**src/design/dahq_pkg.sv**
```systemverilog
// ----------------------------------------------------------------------------
// dahq_pkg
// Types and constants of the d-ary max-heap priority queue.
// ----------------------------------------------------------------------------
package dahq_pkg;
   localparam int CAPACITY_DEF  = 256;
   localparam int MAX_ARITY_DEF = 8;
   localparam int KEY_W    = 32;
   localparam int ACTION_W = 2;
   localparam int STATUS_W = 3;
   localparam int ARITY_W  = 4;
   localparam logic [ARITY_W-1:0] ARITY_RESET = 4'd3;

   typedef enum logic [ACTION_W-1:0] {
      ACT_INSERT   = 2'd0,
      ACT_EXTRACT  = 2'd1,
      ACT_INCREASE = 2'd2,
      ACT_NOP      = 2'd3
   } action_type;

   typedef enum logic [STATUS_W-1:0] {
      ST_OK        = 3'd0,
      ST_OVERFLOW  = 3'd1,
      ST_UNDERFLOW = 3'd2,
      ST_SMALLER   = 3'd3,
      ST_RANGE     = 3'd4
   } status_type;

   // memory port request from the sequencer
   typedef struct packed {
      logic              wr_en;
      logic [15:0]       wr_addr;
      logic [KEY_W-1:0]  wr_data;
      logic [15:0]       rd_addr;
   } mem_req_type;
endpackage

```
**src/design/dahq_seq.sv**
```systemverilog
// ----------------------------------------------------------------------------
// dahq_seq
// Sequencer for the heap: sift up and sift down through one memory port and
// one shared signed compare unit.
// ----------------------------------------------------------------------------
module dahq_seq #(
   parameter int CAPACITY  = dahq_pkg::CAPACITY_DEF,
   parameter int MAX_ARITY = dahq_pkg::MAX_ARITY_DEF
) (
   input  logic                               clock,
   input  logic                               reset,
   input  logic [dahq_pkg::ARITY_W-1:0]       arity,
   input  logic                               start,
   input  logic [dahq_pkg::ACTION_W-1:0]      action,
   input  logic signed [dahq_pkg::KEY_W-1:0]  key,
   input  logic [$clog2(CAPACITY)-1:0]        index,
   output logic                               idle,
   output logic                               done,
   output logic signed [dahq_pkg::KEY_W-1:0]  value,
   output logic [dahq_pkg::STATUS_W-1:0]      status,
   output logic [$clog2(CAPACITY+1)-1:0]      count,
   output dahq_pkg::mem_req_type              mem_req,
   input  logic [dahq_pkg::KEY_W-1:0]         rd_data
);
   import dahq_pkg::*;

   localparam int CW = $clog2(CAPACITY+1);
   localparam int DW = $clog2(MAX_ARITY+1);
   // position arithmetic wide enough for d*pos+d
   localparam int PW = CW + DW + 1;

   typedef enum logic [10:0] {
      S_IDLE  = 11'b00000000001,
      S_RDIDX = 11'b00000000010, // increase: read entry at index
      S_CHKIX = 11'b00000000100,
      S_UPDIV = 11'b00000001000, // compute parent by repeated subtraction
      S_UPRD  = 11'b00000010000,
      S_UPCMP = 11'b00000100000,
      S_RDLST = 11'b00001000000, // extract: read root then last
      S_GTLST = 11'b00010000000,
      S_DNRD  = 11'b00100000000, // sink: read one child or write the swap
      S_DNCMP = 11'b01000000000,
      S_DONE  = 11'b10000000000
   } state_type;

   state_type state_ff, state_in;
   logic [CW-1:0] count_ff, count_in;
   logic [PW-1:0] pos_ff, pos_in;      // current position
   logic [PW-1:0] aux_ff, aux_in;      // divider remainder / child position
   logic [PW-1:0] quo_ff, quo_in;      // parent quotient / best position
   logic [DW-1:0] j_ff, j_in;          // child number
   logic [KEY_W-1:0] cur_ff, cur_in;   // key that moves
   logic [KEY_W-1:0] best_ff, best_in; // best key seen in sink
   logic [KEY_W-1:0] value_ff, value_in;
   logic [STATUS_W-1:0] status_ff, status_in;
   logic [1:0] phase_ff, phase_in;
   logic [15:0] raddr_ff, raddr_in;    // read address, held until changed
   logic [DW-1:0] d_eff;
   logic less;   // shared compare: a < b signed
   logic [KEY_W-1:0] cmp_a, cmp_b;
   mem_req_type req;

   always_comb begin
      if (int'(arity) < 2) begin
         d_eff = DW'(2);
      end else if (int'(arity) > MAX_ARITY) begin
         d_eff = DW'(MAX_ARITY);
      end else begin
         d_eff = DW'(arity);
      end
   end

   assign less = $signed(cmp_a) < $signed(cmp_b);

   always_comb begin
      state_in  = state_ff;
      count_in  = count_ff;
      pos_in    = pos_ff;
      aux_in    = aux_ff;
      quo_in    = quo_ff;
      j_in      = j_ff;
      cur_in    = cur_ff;
      best_in   = best_ff;
      value_in  = value_ff;
      status_in = status_ff;
      phase_in  = phase_ff;
      cmp_a     = rd_data;
      cmp_b     = cur_ff;
      req       = '0;
      req.rd_addr = raddr_ff;
      case (state_ff)
         S_IDLE: begin
            if (start) begin
               value_in  = '0;
               status_in = ST_OK;
               cur_in    = key;
               case (action_type'(action))
                  ACT_INSERT: begin
                     if (count_ff >= CW'(CAPACITY)) begin
                        status_in = ST_OVERFLOW;
                        state_in  = S_DONE;
                     end else begin
                        req.wr_en   = 1'b1;
                        req.wr_addr = 16'(count_ff);
                        req.wr_data = key;
                        pos_in      = PW'(count_ff);
                        count_in    = count_ff + CW'(1);
                        state_in    = S_UPDIV;
                        aux_in      = PW'(count_ff) - PW'(1);
                        quo_in      = '0;
                     end
                  end
                  ACT_EXTRACT: begin
                     if (count_ff == '0) begin
                        value_in  = '1;
                        status_in = ST_UNDERFLOW;
                        state_in  = S_DONE;
                     end else begin
                        req.rd_addr = '0;
                        count_in    = count_ff - CW'(1);
                        phase_in    = 2'd0;
                        state_in    = S_RDLST;
                     end
                  end
                  ACT_INCREASE: begin
                     if (CW'(index) >= count_ff) begin
                        status_in = ST_RANGE;
                        state_in  = S_DONE;
                     end else begin
                        req.rd_addr = 16'(index);
                        pos_in      = PW'(index);
                        state_in    = S_RDIDX;
                     end
                  end
                  default: state_in = S_DONE;
               endcase
            end
         end
         S_RDIDX: state_in = S_CHKIX;
         S_CHKIX: begin
            cmp_a = cur_ff;
            cmp_b = rd_data;
            if (less) begin
               status_in = ST_SMALLER;
               state_in  = S_DONE;
            end else begin
               req.wr_en   = 1'b1;
               req.wr_addr = 16'(pos_ff);
               req.wr_data = cur_ff;
               aux_in      = pos_ff - PW'(1);
               quo_in      = '0;
               state_in    = S_UPDIV;
            end
         end
         S_UPDIV: begin
            // parent = (pos-1)/d, one subtraction a cycle
            if (pos_ff == '0) begin
               state_in = S_DONE;
            end else if (aux_ff >= PW'(d_eff)) begin
               aux_in = aux_ff - PW'(d_eff);
               quo_in = quo_ff + PW'(1);
            end else begin
               req.rd_addr = 16'(quo_ff);
               state_in    = S_UPRD;
            end
         end
         S_UPRD: state_in = S_UPCMP;
         S_UPCMP: begin
            cmp_a = rd_data;
            cmp_b = cur_ff;
            if (less) begin
               req.wr_en   = 1'b1;
               req.wr_addr = 16'(pos_ff);
               req.wr_data = rd_data;
               pos_in      = quo_ff;
               aux_in      = quo_ff - PW'(1);
               quo_in      = '0;
               state_in    = S_UPDIV;
            end else begin
               state_in = S_DONE;
            end
         end
         S_RDLST: begin
            if (phase_ff == 2'd0) begin
               value_in    = rd_data;
               req.rd_addr = 16'(count_ff);
               phase_in    = 2'd1;
            end else begin
               state_in = S_GTLST;
            end
         end
         S_GTLST: begin
            if (count_ff == '0) begin
               state_in = S_DONE;
            end else begin
               cur_in      = rd_data;
               req.wr_en   = 1'b1;
               req.wr_addr = '0;
               req.wr_data = rd_data;
               pos_in      = '0;
               quo_in      = '0;
               best_in     = rd_data;
               j_in        = '0;
               aux_in      = PW'(1);
               state_in    = S_DNRD;
            end
         end
         S_DNRD: begin
            if (j_ff == d_eff || aux_ff >= PW'(count_ff)) begin
               if (quo_ff == pos_ff) begin
                  state_in = S_DONE;
               end else begin
                  // swap: best child key up, moving key down
                  req.wr_en   = 1'b1;
                  req.wr_addr = 16'(pos_ff);
                  req.wr_data = best_ff;
                  pos_in      = quo_ff;
                  phase_in    = 2'd2;
                  state_in    = S_DNCMP;
               end
            end else begin
               req.rd_addr = 16'(aux_ff);
               phase_in    = 2'd3;
               state_in    = S_DNCMP;
            end
         end
         S_DNCMP: begin
            if (phase_ff == 2'd2) begin
               req.wr_en   = 1'b1;
               req.wr_addr = 16'(pos_ff);
               req.wr_data = cur_ff;
               best_in     = cur_ff;
               j_in        = '0;
               aux_in      = PW'(d_eff) * pos_ff + PW'(1);
               state_in    = S_DNRD;
            end else if (phase_ff == 2'd3) begin
               phase_in = 2'd0;
            end else begin
               cmp_a = best_ff;
               cmp_b = rd_data;
               if (less) begin
                  best_in = rd_data;
                  quo_in  = aux_ff;
               end
               aux_in   = aux_ff + PW'(1);
               j_in     = j_ff + DW'(1);
               state_in = S_DNRD;
            end
         end
         S_DONE: state_in = S_IDLE;
         default: state_in = S_IDLE;
      endcase
      raddr_in = req.rd_addr;
   end

   always_comb begin
      mem_req = req;
      // in sift up the moving key sits at pos after each swap
      if (state_ff == S_UPDIV && !req.wr_en) begin
         mem_req.wr_en   = 1'b1;
         mem_req.wr_addr = 16'(pos_ff);
         mem_req.wr_data = cur_ff;
      end
   end

   always_ff @(posedge clock) begin
      if (reset) begin
         state_ff <= S_IDLE;
         count_ff <= '0;
         phase_ff <= '0;
         raddr_ff <= '0;
      end else begin
         state_ff <= state_in;
         count_ff <= count_in;
         phase_ff <= phase_in;
         raddr_ff <= raddr_in;
      end
      pos_ff    <= pos_in;
      aux_ff    <= aux_in;
      quo_ff    <= quo_in;
      j_ff      <= j_in;
      cur_ff    <= cur_in;
      best_ff   <= best_in;
      value_ff  <= value_in;
      status_ff <= status_in;
   end

   assign idle   = state_ff == S_IDLE;
   assign done   = state_ff == S_DONE;
   assign value  = value_ff;
   assign status = status_ff;
   assign count  = count_ff;
endmodule

```
**config.mk**
```make
export PLATFORM = sky130hd
export DESIGN_NAME = dahq_seq
export DESIGN_NICKNAME = d
export VERILOG_FILES = /design/src/design/dahq_pkg.sv /design/src/design/dahq_seq.sv
export SDC_FILE = /design/constraint.sdc
export NUM_CORES = 1
export LEC_CHECK = 0
export ABC_AREA = 1
export ABC_CLOCK_PERIOD_IN_PS = 5000
export BUFFER_PORTS_ARGS = -buffer_cell sky130_fd_sc_hd__buf_2
export CAP_MARGIN = 15
export CORE_MARGIN = 3
export CORE_UTILIZATION = 55
export DETAILED_ROUTE_END_ITERATION = 6
export GPL_ROUTABILITY_DRIVEN = 0
export GPL_TIMING_DRIVEN = 0
export PLACE_DENSITY = 0.76
export SLEW_MARGIN = 20
export SYNTH_ARGS = -nofsm -noshare
export SYNTH_HDL_FRONTEND = slang
export SYNTH_SLANG_ARGS = --single-unit
```
**constraint.sdc**
```tcl
create_clock -name clock -period 5 [get_ports clock]
set_input_delay 0.25 -clock clock [delete_from_list [all_inputs] [get_ports clock]]
set_output_delay 0.25 -clock clock [all_outputs]
set_load 0.01 [all_outputs]
```
==> results.toml <==
[outcome]
status = "complete, but fails checks"
violations = "design-rule violations"

[route]
wl_um = 52900
drt_pass1_iterations = 7
remaining_drc_errors = 20
wire_per_inst_um = 19.6
met3_length_um = 7360
wl_met2_um = 22500
viasPerCell = 6.13
highest_layer = "met5"
m1WireLength_um = 20900
postRouteAntennaNets = 0
via_count = 16600
drt_iter0_drc = 2550

[global_route]
grt_max_degree = 22
antenna_found_initial = 2
grt_pass1_vias = 15500
grt_usage = 0.351
grt_pass1_wl_um = 81500
overflow = 0

[clock_tree]
htree_levels = 4
clock_path_buffers = 2
worstSkewPairLatency_ns = 0.45
ctsHoldBuffers = 0
cts_tree = "built"
clock_sinks = 183
cts.clk_slew.worst_paths_ns = 0.09
cts-root-buf = "clkbuf_16"
cts_inserted_buffers = 17

[pwr]
ir_drop_mv = 0.261
clkPwrFrac = 0.167
p_switching_w = 0.00441
p_int_w = 0.00469
seqPwrFrac = 0.328
p_per_area_mw_per_mm2 = 520
leakage_nw = 8.17
swShare = 0.485
comb_power_share = 0.505

[synth]
avgSynthCellArea_um2 = 7.13
synth_cell_types = 63
muxShareOfSynthArea = 0
seq_area_frac_synth = 0.337
synthAdderAreaFrac = 0.0988
synthCells = 2127
mappedNetlistArea_mm2 = 0.0152
synthSimpleGateAreaFrac = 0.277
async_flop_share = 0
synth_compound_area_frac = 0.166
synth_xor_area_frac = 0.0219
synth_edf_count = 145
synth-main-ff-cell = "edfxtp_1"
synth_top_family_by_area = "simple AND/OR/NAND/NOR gates"
synth-warning-count = 0
ys_ff_latch = 183

[finish]
area_delta_synth_final_pct = 15.3
drive_gt1_frac = 0.136
final_common_cell = "nand2_1"
nets = 2536
mostFrequentLayoutCells = "nand2_1 (560), inv_1 (297), o21ai_0 (208), buf_2 (196), nor2_1 (165)"

[floorplan]
num_io_pins = 192
core_area_mm2 = 0.0270
die_x_um = 172
row_count = 60
dieArea_mm2 = 0.0296
die_h_um = 172
start_util = 0.561

[setup_path]
required_ns = 4.75
cp_max_fo = 10
cp-start-kind = "flop"
rr_worst_depth = 23
crit_path_end_kind = "primary output"
worstPathArrival_ns = 4.43
crit_type = "flop to primary output"

[min_path]
hold_path_class = "input pin to flop"
min_path_cells = 3

[sta]
setup_tns_ns = 0
fmax_mhz = 213
slew-limit-headroom = 0.333
final.setup_skew_ns = 0.0216
hold_viol = 0
drv_slew = 0
period_minus_slack_ns = 4.68
rsz0062_at_grt = "false"
final.period_utilization = 0.937
worst_pin_slew_ns = 1.00
layout_setup_ws_ns = 0.315
final-setup-viol-count = 0

[placed_design]
port_buffers = 189
dp_hpwl_um = 39900
pre_cts_ws_ns = -0.865

[job]
drv_cap = 0
==> critical path, cell delays in order, from the launching register on <==
cell	delay (ns)
dfxtp_1	0.34
nor2_2	0.14
inv_1	0.08
nor2_2	0.21
nand2_4	0.15
inv_4	0.18
buf_4	0.25
buf_4	0.27
nand2_1	0.08
o211ai_1	0.10
ha_1	0.29
a21oi_1	0.13
o21a_1	0.12
o21ai_0	0.07
nand3_1	0.09
a21oi_2	0.07
a211oi_2	0.19
buf_4	0.18
nand2_2	0.08
nand2_2	0.11
nand2_4	0.13
inv_4	0.14
buf_6	0.17
nand3_1	0.08
nand3_1	0.15
buf_2	0.16
==> metal layers <==
| layer | up-vias | track usage |
|---|---|---|
| met1 | 7598 | 0.491 |
| met5 | - | 0 |
| met2 | 1211 | 0.527 |
| li1 | 7587 | - |
| met3 | 179 | 0.0818 |
| met4 | 6 | 0.142 |
==> cell usage after synthesis, types with 8 or more instances <==
cell       count  area, µm²
nand2_1      560       2100
inv_1        298       1120
o21ai_0      208       1040
nor2_1       171        642
edfxtp_1     145       4350
nand3_1      112        561
a21oi_1      105        526
ha_1          83       1040
clkbuf_1      67        251
nand4_1       50        313
dfxtp_1       38        761
o211ai_1      36        270
nor3_1        30        150
xor2_1        25        219
fa_1          23        460
o22ai_1       17        106
xnor2_1       13        114
o2111ai_1     11       96.3
nand2_2        9       56.3
nor4_1         8       50.1
o21bai_1       8       60.1
o221ai_1       8       70.1
==> through the flow <==
step | instances | hold WS [ns] | power, W | cell area (µm²) | util
floorplan | 2128 | 0.357 | 0.00577 | 15200 | -
global placement | 2658 | 0.437 | 0.00704 | 16500 | 0.612
detailed placement | 2663 | 0.441 | 0.00732 | 16700 | 0.617
CTS | 2698 | 0.0813 | 0.00890 | 17400 | 0.645
global route | 2704 | 0.0904 | 0.00965 | 17500 | 0.647
finish | 2704 | 0.0897 | 0.00910 | 17500 | 0.647
==> cells by family after synthesis <==
group	after synthesis
AND/OR/NAND/NOR	974
AO/OA/AOI/OAI	437
buffers and inverters	388
flip-flops	183
adder cells (fa/ha/maj)	106
XOR/XNOR	38
other	1
==> path summary, 6_finish.rpt <==
kind,from,to,slack (ns)
setup reg to reg,state_ff[1],aux_ff[5],0.42
setup / recovery,state_ff[1],mem_req[46],0.32
hold / removal,key[17],cur_ff[17],0.09
hold reg to reg,raddr_ff[15],raddr_ff[15],0.45
==> flip-flops by register name, indices dropped and copies added (netlist names) <==
name,count
best_ff,32
cur_ff,32
value,32
raddr_ff,16
aux_ff,14
pos_ff,14
quo_ff,14
state_ff,11
count,9
j_ff,4
status,3
phase_ff,2
==> power by group through the flow <==
stage	clock network [W]	registers [W]	logic [W]
after floorplan	0	0.00290	0.00287
after global placement	0	0.00299	0.00405
after detailed placement	0	0.00298	0.00435
after CTS	0.00152	0.00295	0.00443
after global routing	0.00157	0.00305	0.00503
final	0.00152	0.00299	0.00459
==> area by class of cell <==
cell class,count,area [µm²]
antenna,1,2.50
buffer,83,389
clock buffer,18,450
clock inverter,14,211
fill,2419,9530
inverter,304,1150
multi-input combinational,1558,8650
sequential,183,5110
tap,341,427
timing repair buffer,202,1100
==> repair_timing <==
item,CTS,global route
hold endpoints to repair,0,0
cloned,0,1
pin swaps,5,4
setup buffers,3,5
setup endpoints to repair,124,105
gates resized for setup,22,19
No activity file was read; power rests on OpenSTA's default activity.
